<file path="src/rtl/core/pti_pkg.sv">
// Shared types and constants for the prefix tree insert and search block.
`timescale 1ns / 1ps

package pti_pkg;

  localparam int unsigned CMD_W    = 2;
  localparam int unsigned LETTER_W = 5;

  typedef enum logic [1:0] {
    CMD_INSERT = 2'd0,
    CMD_SEARCH = 2'd1,
    CMD_PREFIX = 2'd2
  } cmd_e;

  typedef enum logic [2:0] {
    ST_CLEAR = 3'd0,
    ST_IDLE  = 3'd1,
    ST_WALK  = 3'd2,
    ST_MARK  = 3'd3,
    ST_REPLY = 3'd4
  } state_e;

  typedef enum logic [1:0] {
    OP_NONE  = 2'd0,
    OP_READ  = 2'd1,
    OP_WRITE = 2'd2,
    OP_CLEAR = 2'd3
  } tbl_op_e;

endpackage

</file>
<file path="src/rtl/core/pti_ctrl.sv">
// Walk sequencer: cursor, per-word flags, node allocation and word-end marks.
`timescale 1ns / 1ps

module pti_ctrl #(
  parameter int unsigned NODE_COUNT    = 256,
  parameter int unsigned ALPHABET_SIZE = 26,
  parameter int unsigned NW            = 8,
  parameter int unsigned AW            = 13
) (
  input  logic                            clk_i,
  input  logic                            rst_ni,
  input  logic                            start,
  output logic                            busy,
  input  logic [pti_pkg::CMD_W-1:0]       command_i,
  input  logic [pti_pkg::LETTER_W-1:0]    letter_i,
  input  logic                            last_i,
  input  logic                            empty_word_i,
  output logic                            result_valid_o,
  output logic                            found_o,
  output logic                            status_o,
  output pti_pkg::tbl_op_e                tbl_op_o,
  output logic [NW-1:0]                   tbl_node_o,
  output logic [NW-1:0]                   tbl_wdata_o,
  output logic [AW-1:0]                   tbl_clr_addr_o,
  input  logic [NW-1:0]                   tbl_rdata_i
);

  localparam int unsigned Depth = NODE_COUNT * ALPHABET_SIZE;

  pti_pkg::state_e state_q, state_d;
  pti_pkg::cmd_e   cmd_q, cmd_d, cmd_in;
  logic [AW-1:0]   clr_cnt_q, clr_cnt_d;
  logic [NW-1:0]   cursor_q, cursor_d;
  logic [NW:0]     used_q, used_d;
  logic            lost_q, lost_d;
  logic            full_q, full_d;
  logic            last_q, last_d;
  logic            accept;
  logic            walk_ok;
  logic            letter_bad;
  logic            path_ok;

  logic            mark_mem [NODE_COUNT];
  logic            mark_q;
  logic            mark_we;
  logic            mark_re;
  logic [NW-1:0]   mark_addr;
  logic            mark_wdata;

  assign accept     = start && (state_q == pti_pkg::ST_IDLE);
  assign letter_bad = 32'(letter_i) >= ALPHABET_SIZE;
  assign walk_ok    = !empty_word_i && !lost_q && !full_q;
  assign path_ok    = !lost_q && !full_q;

  always_comb begin
    case (pti_pkg::cmd_e'(command_i))
      pti_pkg::CMD_INSERT: cmd_in = pti_pkg::CMD_INSERT;
      pti_pkg::CMD_SEARCH: cmd_in = pti_pkg::CMD_SEARCH;
      default:             cmd_in = pti_pkg::CMD_PREFIX;
    endcase
  end

  // Next state.
  always_comb begin
    state_d = state_q;
    case (state_q)
      pti_pkg::ST_CLEAR: begin
        if (clr_cnt_q == AW'(Depth - 1)) begin
          state_d = pti_pkg::ST_IDLE;
        end
      end
      pti_pkg::ST_IDLE: begin
        if (accept) begin
          if (walk_ok && !letter_bad) begin
            state_d = pti_pkg::ST_WALK;
          end else if (last_i) begin
            state_d = pti_pkg::ST_MARK;
          end
        end
      end
      pti_pkg::ST_WALK: begin
        state_d = last_q ? pti_pkg::ST_MARK : pti_pkg::ST_IDLE;
      end
      pti_pkg::ST_MARK: begin
        state_d = pti_pkg::ST_REPLY;
      end
      pti_pkg::ST_REPLY: begin
        state_d = pti_pkg::ST_IDLE;
      end
      default: begin
        state_d = pti_pkg::ST_IDLE;
      end
    endcase
  end

  // Datapath and memory controls.
  always_comb begin
    clr_cnt_d      = clr_cnt_q;
    cursor_d       = cursor_q;
    used_d         = used_q;
    lost_d         = lost_q;
    full_d         = full_q;
    cmd_d          = cmd_q;
    last_d         = last_q;
    tbl_op_o       = pti_pkg::OP_NONE;
    tbl_wdata_o    = used_q[NW-1:0];
    mark_we        = 1'b0;
    mark_re        = 1'b0;
    mark_addr      = cursor_q;
    mark_wdata     = 1'b1;
    result_valid_o = 1'b0;
    found_o        = 1'b0;
    status_o       = 1'b0;
    case (state_q)
      pti_pkg::ST_CLEAR: begin
        tbl_op_o   = pti_pkg::OP_CLEAR;
        clr_cnt_d  = clr_cnt_q + 1'b1;
        mark_we    = 32'(clr_cnt_q) < NODE_COUNT;
        mark_addr  = clr_cnt_q[NW-1:0];
        mark_wdata = 1'b0;
      end
      pti_pkg::ST_IDLE: begin
        if (accept) begin
          cmd_d  = cmd_in;
          last_d = last_i;
          if (walk_ok) begin
            if (letter_bad) begin
              lost_d = 1'b1;
            end else begin
              tbl_op_o = pti_pkg::OP_READ;
            end
          end
        end
      end
      pti_pkg::ST_WALK: begin
        if (tbl_rdata_i != '0) begin
          cursor_d = tbl_rdata_i;
        end else if (cmd_q != pti_pkg::CMD_INSERT) begin
          lost_d = 1'b1;
        end else if (used_q >= (NW+1)'(NODE_COUNT)) begin
          full_d = 1'b1;
        end else begin
          tbl_op_o = pti_pkg::OP_WRITE;
          cursor_d = used_q[NW-1:0];
          used_d   = used_q + 1'b1;
        end
      end
      pti_pkg::ST_MARK: begin
        if (cmd_q == pti_pkg::CMD_INSERT) begin
          mark_we = path_ok;
        end else begin
          mark_re = 1'b1;
        end
      end
      pti_pkg::ST_REPLY: begin
        result_valid_o = 1'b1;
        case (cmd_q)
          pti_pkg::CMD_INSERT: status_o = full_q;
          pti_pkg::CMD_SEARCH: found_o  = path_ok && mark_q;
          default:             found_o  = path_ok;
        endcase
        cursor_d = '0;
        lost_d   = 1'b0;
        full_d   = 1'b0;
      end
      default: begin
        tbl_op_o = pti_pkg::OP_NONE;
      end
    endcase
  end

  assign busy           = state_q != pti_pkg::ST_IDLE;
  assign tbl_node_o     = cursor_q;
  assign tbl_clr_addr_o = clr_cnt_q;

  always_ff @(posedge clk_i or negedge rst_ni) begin
    if (!rst_ni) begin
      state_q   <= pti_pkg::ST_CLEAR;
      clr_cnt_q <= '0;
      cursor_q  <= '0;
      used_q    <= (NW+1)'(1);
      lost_q    <= 1'b0;
      full_q    <= 1'b0;
    end else begin
      state_q   <= state_d;
      clr_cnt_q <= clr_cnt_d;
      cursor_q  <= cursor_d;
      used_q    <= used_d;
      lost_q    <= lost_d;
      full_q    <= full_d;
    end
  end

  always_ff @(posedge clk_i) begin
    cmd_q  <= cmd_d;
    last_q <= last_d;
  end

  // Word-end marks, one bit per node.
  always_ff @(posedge clk_i) begin
    if (mark_we) begin
      mark_mem[mark_addr] <= mark_wdata;
    end
  end

  always_ff @(posedge clk_i) begin
    if (mark_re) begin
      mark_q <= mark_mem[mark_addr];
    end
  end

endmodule
</file>
<file path="config.mk">
export PLATFORM = sky130hd
export DESIGN_NAME = pti_ctrl
export DESIGN_NICKNAME = d
export VERILOG_FILES = /design/src/rtl/core/pti_pkg.sv /design/src/rtl/core/pti_ctrl.sv
export SDC_FILE = /design/constraint.sdc
export NUM_CORES = 1
export LEC_CHECK = 0
export ABC_CLOCK_PERIOD_IN_PS = 10750
export BUFFER_PORTS_ARGS = -buffer_cell sky130_fd_sc_hd__buf_2
export CAP_MARGIN = 20
export CORE_MARGIN = 5
export CORE_UTILIZATION = 61
export CTS_BUF_LIST = sky130_fd_sc_hd__clkbuf_4 sky130_fd_sc_hd__clkbuf_8
export DETAILED_ROUTE_END_ITERATION = 8
export GPL_ROUTABILITY_DRIVEN = 0
export MAX_ROUTING_LAYER = met4
export PLACE_DENSITY_LB_ADDON = 0.25
export SLEW_MARGIN = 30
export SYNTH_ARGS = -nofsm -noshare
export SYNTH_HDL_FRONTEND = slang
export SYNTH_SLANG_ARGS = --single-unit
</file>
<file path="constraint.sdc">
create_clock -name clk_i -period 10.75 [get_ports clk_i]
set_input_delay 1.075 -clock clk_i [delete_from_list [all_inputs] [get_ports clk_i]]
set_output_delay 1.075 -clock clk_i [all_outputs]
set_load 0.02 [all_outputs]
</file>
==> impl_metrics.tcl, run 1 <==
set metrics [dict create \
    period_share_pct 47.6 \
    wl_per_cell_microns 20.6 \
    grt_first_pass_wirelength_mm 52.7 \
    insertedDiodeCount 0 \
    netlist_area_sq_um 13700 \
    cpPeakStageDelay_ps 770 \
    drv_slew 0 \
    synth_top_area_cell "edfxtp_1" \
    layout.nets 1341 \
    netlist_instances 1297 \
    slowest_stage "buf_6" \
    whs_endpoint "used_q[3]$_DFFE_PN0P_" \
    first_iter_violations 1332 \
    setup_tns_ps 0 \
    grt_max_degree 141 \
    yosysUniqueCellTypes 61 \
    synthesis.nets 1320 \
    h-tree-depth 2 \
    synth_edf_count 260 \
    first_pass_iters 5 \
    tightestPinTransition_ps 939 \
    vias_per_cell 6.23 \
    chipHeight_microns 160 \
    antenna_found_initial 0 \
    hold_violations 0 \
    status "completed" \
    synthToLayoutAreaGrowth_pct 8.82 \
    max_cap_viol_count 0 \
    grt_overflow_total 0 \
    reg2regPathDepth 11 \
    cts_setup_buffers 0 \
    leakage_nw 5.09 \
    cts_tree "yes" \
    reg2reg_to "mark_q$_DFFE_PP_" \
    track_usage_pct 26.9 \
    fin_crit_ps 5120 \
    die_area_sq_um 25500 \
    yosysWarnings 0 \
    ios 55 \
    synth.area.top_cells "edfxtp_1 57%, nor2_1 7.7%, nand2_1 7.2%" \
    io_buffers 53 \
    peakVddDrop_v 0.000275 \
    dr_total_vias 10141 \
    grt_pass1_vias 9572 \
    yosysSeqAreaShare_pct 63.5 \
    min_path_cells 1 \
    coreArea_sq_um 22000 \
    clock.fmax_mhz 195 \
    clk_pin_slew_ps 60 \
    final_cell_area_sq_um 14900 \
    ctsResizeCount 0 \
    drive_above_1_share_pct 12.6 \
    fin_worst_skew_ps 24.4 \
    cts_buffer_depth 3 \
    drc 0 \
    finalSetupViolations 0 \
    antenna_left 0 \
    start_kind "flip-flop" \
    crit_arrival_ps 5390 \
    holdCritPathClass "flip-flop to flip-flop" \
    clkLatencyLatePin_ps 560 \
    end_kind "flip-flop" \
    die_x_microns 160 \
    crit_chain "nor3_2 -> inv_6 -> buf_6 -> mux2i_1 -> nor2_1 -> and3_1 -> a21oi_2 -> o211ai_1 -> o31ai_1 -> nand4_1 -> a311o_1" \
    worstSetupPathType "flip-flop to flip-flop" \
    cts.sinks 295 \
    dominantRegCellSynth "edfxtp_1" \
    wirelength_mm 33.6 \
    cts_root_buf "clkbuf_8" \
    dpl_cell_area_sq_um 14000 \
    ys_ff_latch 295 \
    hpwl_mm 20.0 \
    yosysTopAreaCellShare_pct 57.1 \
    start_util_pct 62.3 \
    slew_headroom_pct 36.9 \
    avgSynthCellArea_sq_um 10.5 \
    r2r-start "state_q[1]$_DFFE_PN0P_" \
    crit_required_ps 11020 \
    synthArstFlopShare_pct 11.9 \
    r2r_slack_ps 5630 \
    rows 54 \
    critPathMaxFanout 140 \
    numCtsBuffers 47 \
    power_mw 4.50 \
    p_per_area_nw_per_um2 302 \
    hold_buffers 0 \
    rsz0062_at_grt "false" \
    min_from "used_q[3]$_DFFE_PN0P_" \
]
placed cells by master, fill, tap and decap left out, types with 3 or more instances in the layout:
master	n
mux2_2	4
o21ai_0	14
dfrtp_1	34
o22ai_1	4
a2111oi_0	3
ha_1	3
a31oi_1	21
a22oi_1	6
nor2_1	282
nand4_1	21
nor3_1	11
edfxtp_1	260
o31ai_1	13
buf_4	12
mux4_2	4
inv_1	8
xnor2_1	18
nand3b_1	8
a311oi_1	7
a211oi_1	11
or3_1	6
a32oi_1	8
and2_1	3
o2111ai_1	5
clkbuf_8	52
o211ai_1	5
nand2_1	262
and3_1	30
buf_2	53
a21oi_1	36
clkbuf_4	25
nand3_1	68
mux2i_1	15
worst max path at each step:
stage                                      start          endpoint  slack [ps]  cells past startpoint
after floorplan           state_q[0]$_DFFE_PN0P_  mark_q$_DFFE_PP_        4280                     13
after global placement    state_q[1]$_DFFE_PN0P_  mark_q$_DFFE_PP_        5610                     11
after detailed placement  state_q[1]$_DFFE_PN0P_  mark_q$_DFFE_PP_        5680                      9
after CTS                 state_q[1]$_DFFE_PN0P_  mark_q$_DFFE_PP_        5680                      9
after global routing      state_q[1]$_DFFE_PN0P_  mark_q$_DFFE_PP_        5400                     11
final                     state_q[1]$_DFFE_PN0P_  mark_q$_DFFE_PP_        5630                     11
layer usage:
layer | GRT usage (%) | up-vias | wire length [microns]
li1 | - | 4618 | -
met1 | 36.2 | 4931 | 13400
met2 | 42.1 | 525 | 16200
met3 | 4.92 | 67 | 3170
met4 | 8.60 | 0 | 851
met5 | - | - | 0
cell usage after synthesis (14+ instances only):
master	count
a21oi_1	36
a31oi_1	21
and3_1	30
buf_2	31
clkbuf_1	44
dfrtp_1	34
edfxtp_1	260
mux2i_1	15
nand2_1	263
nand3_1	68
nand4_1	21
nor2_1	282
o21ai_0	14
o31ai_1	14
xnor2_1	18
state kept, by name (all words and copies together), names as in the netlist:
name / count
mark_q: 1
full_q: 1
state_q: 3
cmd_q: 2
lost_q: 1
mark_mem: 256
used_q: 9
tbl_clr_addr_o: 13
tbl_node_o: 8
last_q: 1
power breakdown:
part	total, mW	switching [mW]	internal [mW]
registers	1.56	0.0760	1.49
clock network	0.939	0.415	0.524
logic	1.99	1.48	0.512
total	4.50	1.97	2.52
critical path, delay by kind of cell (launching register included):
family | cells | cell delay, ps
compound gates | 4 | 940
simple gates | 4 | 1100
buf+inv | 2 | 1350
flops | 1 | 640
mux | 1 | 720
layout make-up:
| class | instances | area (sq um) |
|---|---|---|
| flip-flops and latches | 295 | 8680 |
| fillers | 1678 | 7080 |
| multi-input cells | 899 | 4520 |
| clock buffers | 77 | 903 |
| repair buffers | 66 | 367 |
| well taps | 280 | 350 |
| inverters | 9 | 38.8 |
| clock inverters | 2 | 8.76 |
stage by stage:
stage,worst slack (ps),hold slack (ps),instances,utilization [%]
after global routing,5400,538,1628,67.7
final,5630,524,1628,67.7
after floorplan,4280,459,1297,-
after detailed placement,5680,507,1549,63.6
after CTS,5680,515,1628,67.7
after global placement,5610,481,1549,63.6
cell families (layout without fill, tap and decap cells):
logic type                 after synthesis  after routing  share of synthesized area, %
and+or+nand+nor                        706            706                          22.0
DFF                                    295            295                          63.5
AOI/OAI and AO/OA                      146            146                          7.17
buffers and inverters                  103            154                          3.55
muxes                                   25             25                          2.30
xor gates and xnor gates                19             19                          1.22
adders and majority gates                3              3                         0.275
(Power assumes the default switching activity.)
==> run 2, diff against run 1 <==
Settings changed: ABC_CLOCK_PERIOD_IN_PS 10750 to 4800.
Clock period 10.75 ns to 4.8 ns, I/O delays scaled along.
==> run 2 against run 1 <==
  * Global-route usage is 1.6 points higher
  * Non-clock buffer count is 24 higher
  * Worst hold slack worse by 520 ps
  * Worst setup slack worse by 5000 ps
  * Clock skew is 9.1 ps lower
  * Maximum frequency is 23% higher
  * Clock power is 130% higher
  * Sequential power is 120% higher
  * Clock-buffer cell count is 4 lower
  * Routed wire length is 5.1% higher
  * Die area stayed put
  * Critical endpoint is now mark_mem[88]$_DFFE_PP_
  * Largest power group unchanged
  * Highest routed layer unchanged
==> impl_metrics.tcl, run 2 (synthesized netlist as in run 1, its figures left out) <==
set metrics [dict create \
    status "completed" \
    critPathMaxFanout 86 \
    clkPwrFrac_pct 20.5 \
    fin_cells 1656 \
    ctsResizeCount 0 \
    io_buffers 53 \
    p_int_mw 5.79 \
    vias_per_cell 6.24 \
    holdCritPathClass "input pin to asynchronous set/reset pin" \
    grt_pass1_vias 10355 \
    rsz0062_at_grt "false" \
    coreArea_sq_um 22000 \
    grt_max_degree 101 \
    cts_setup_buffers 0 \
    cts_buffer_depth 3 \
    antenna_found_initial 1 \
    setup_tns_ps 0 \
    layout_common_cells "282 x nor2_1, 262 x nand2_1, 260 x edfxtp_1" \
    final_common_cell "nor2_1" \
    hold_buffers 0 \
    hpwl_mm 21.7 \
    p_per_area_nw_per_um2 684 \
    cts_tree "yes" \
    clock.fmax_mhz 240 \
    cts_root_buf "clkbuf_8" \
    antenna_left 0 \
    seqCellArea_sq_um 8680 \
    largest_reg_flops 256 \
    finalSetupViolations 0 \
    fill_cells 1628 \
    p_sw_mw 4.55 \
    layout.nets 1365 \
    die_x_microns 160 \
    first_iter_violations 1419 \
    fin_crit_ps 4170 \
    regMostFlops "mark_mem" \
    cts.sinks 295 \
    wl_per_cell_microns 21.3 \
    crit_required_ps 5040 \
    start_kind "flip-flop" \
    start_util_pct 62.3 \
    h-tree-depth 2 \
    wirelength_mm 35.3 \
    peakVddDrop_v 0.000466 \
    slew_headroom_pct 38.9 \
    grt_first_pass_wirelength_mm 55.9 \
    die_area_sq_um 25500 \
    drc 0 \
    ios 55 \
    drv_slew 0 \
    track_usage_pct 28.5 \
    dr_total_vias 10333 \
    tightestPinTransition_ps 915 \
    end_kind "flip-flop" \
    p_seq_share_pct 33.9 \
    crit_arrival_ps 4410 \
    first_pass_iters 5 \
    multi_input_area_sq_um 4520 \
    grt_overflow_total 0 \
    hold_violations 0 \
    p_comb_share_pct 45.6 \
    synthToLayoutAreaGrowth_pct 10.5 \
    period_share_pct 86.9 \
    chipHeight_microns 160 \
    clkLatencyLatePin_ps 560 \
    max_cap_viol_count 0 \
    dp_cells 1573 \
    clk_pin_slew_ps 60 \
    drive_above_1_share_pct 14.0 \
    worstSetupPathType "flip-flop to flip-flop" \
    switching_share_pct 44.0 \
    leakage_nw 5.22 \
    r2r_slack_ps 630 \
    fin_worst_skew_ps 15.3 \
    numCtsBuffers 47 \
    rows 54 \
]
## run 2: cell types whose count changed in the layout (fill, tap and decap cells not counted)
cell / change
buf_6: -1
clkinv_2: +3
clkbuf_4: -7
buf_4: +22
clkinv_1: +4
diode_2: +1
buf_12: +3
clkbuf_8: +3
## run 2: metrics by stage
step | instance area [sq um] | power, mW | hold WS (ps) | worst slack (ps) | util, %
6_report | 15100 | 10.3 | 6.13 | 630 | 68.8
5_1_grt | 15100 | 10.8 | 64.7 | 568 | 68.8
4_1_cts | 15100 | 10.3 | 10.5 | 823 | 68.8
3_5_place_dp | 14200 | 8.15 | 512 | 828 | 64.6
3_3_place_gp | 14200 | 8.06 | 490 | 984 | 64.6
2_1_floorplan | 13700 | 6.57 | 184 | 341 | -
## run 2: area by class of cell
cell class | count | area share (%)
antenna | 1 | 0.0166
clock buffer | 73 | 5.90
clock inverter | 9 | 0.257
inverter | 9 | 0.257
multi-input combinational | 899 | 29.9
sequential | 295 | 57.5
tap | 280 | 2.32
timing repair buffer | 90 | 3.84
## run 2: path summary, 6_finish.rpt
kind	from	endpoint	cells after the start
max	state_q[1]$_DFFE_PN0P_	mark_mem[88]$_DFFE_PP_	7
min	rst_ni	tbl_clr_addr_o[10]$_DFFE_PN0P_	1
max reg2reg	state_q[1]$_DFFE_PN0P_	mark_mem[88]$_DFFE_PP_	7
min reg2reg	used_q[5]$_DFFE_PN0P_	used_q[5]$_DFFE_PN0P_	1
max in group asynchronous	rst_ni	used_q[8]$_DFFE_PN0P_	1
min in group clk_i	last_i	last_q$_DFFE_PP_	1
## run 2: critical path: stages, from the launching register on
cell and delay [ps]:
dfrtp_1 620, nor3_2 150, inv_6 180, buf_4 620, mux2_2 510, nor2_1 660
nand3_1 740, nor2_1 310
## run 2: power groups by stage
stage          Combinational, mW  Sequential, mW  Clock [mW]
2_1_floorplan               2.97            3.60           0
3_3_place_gp                4.52            3.54           0
3_5_place_dp                4.61            3.55           0
4_1_cts                     4.63            3.49        2.15
5_1_grt                     5.04            3.52        2.25
6_report                    4.71            3.50        2.12
## run 2: per-layer routing
metal	up-vias	GRT usage, %	wire length, microns
met4	0	11.3	1230
met2	563	44.3	16700
met1	5002	37.0	13700
li1	4662	-	-
met5	-	-	0
met3	106	6.06	3670
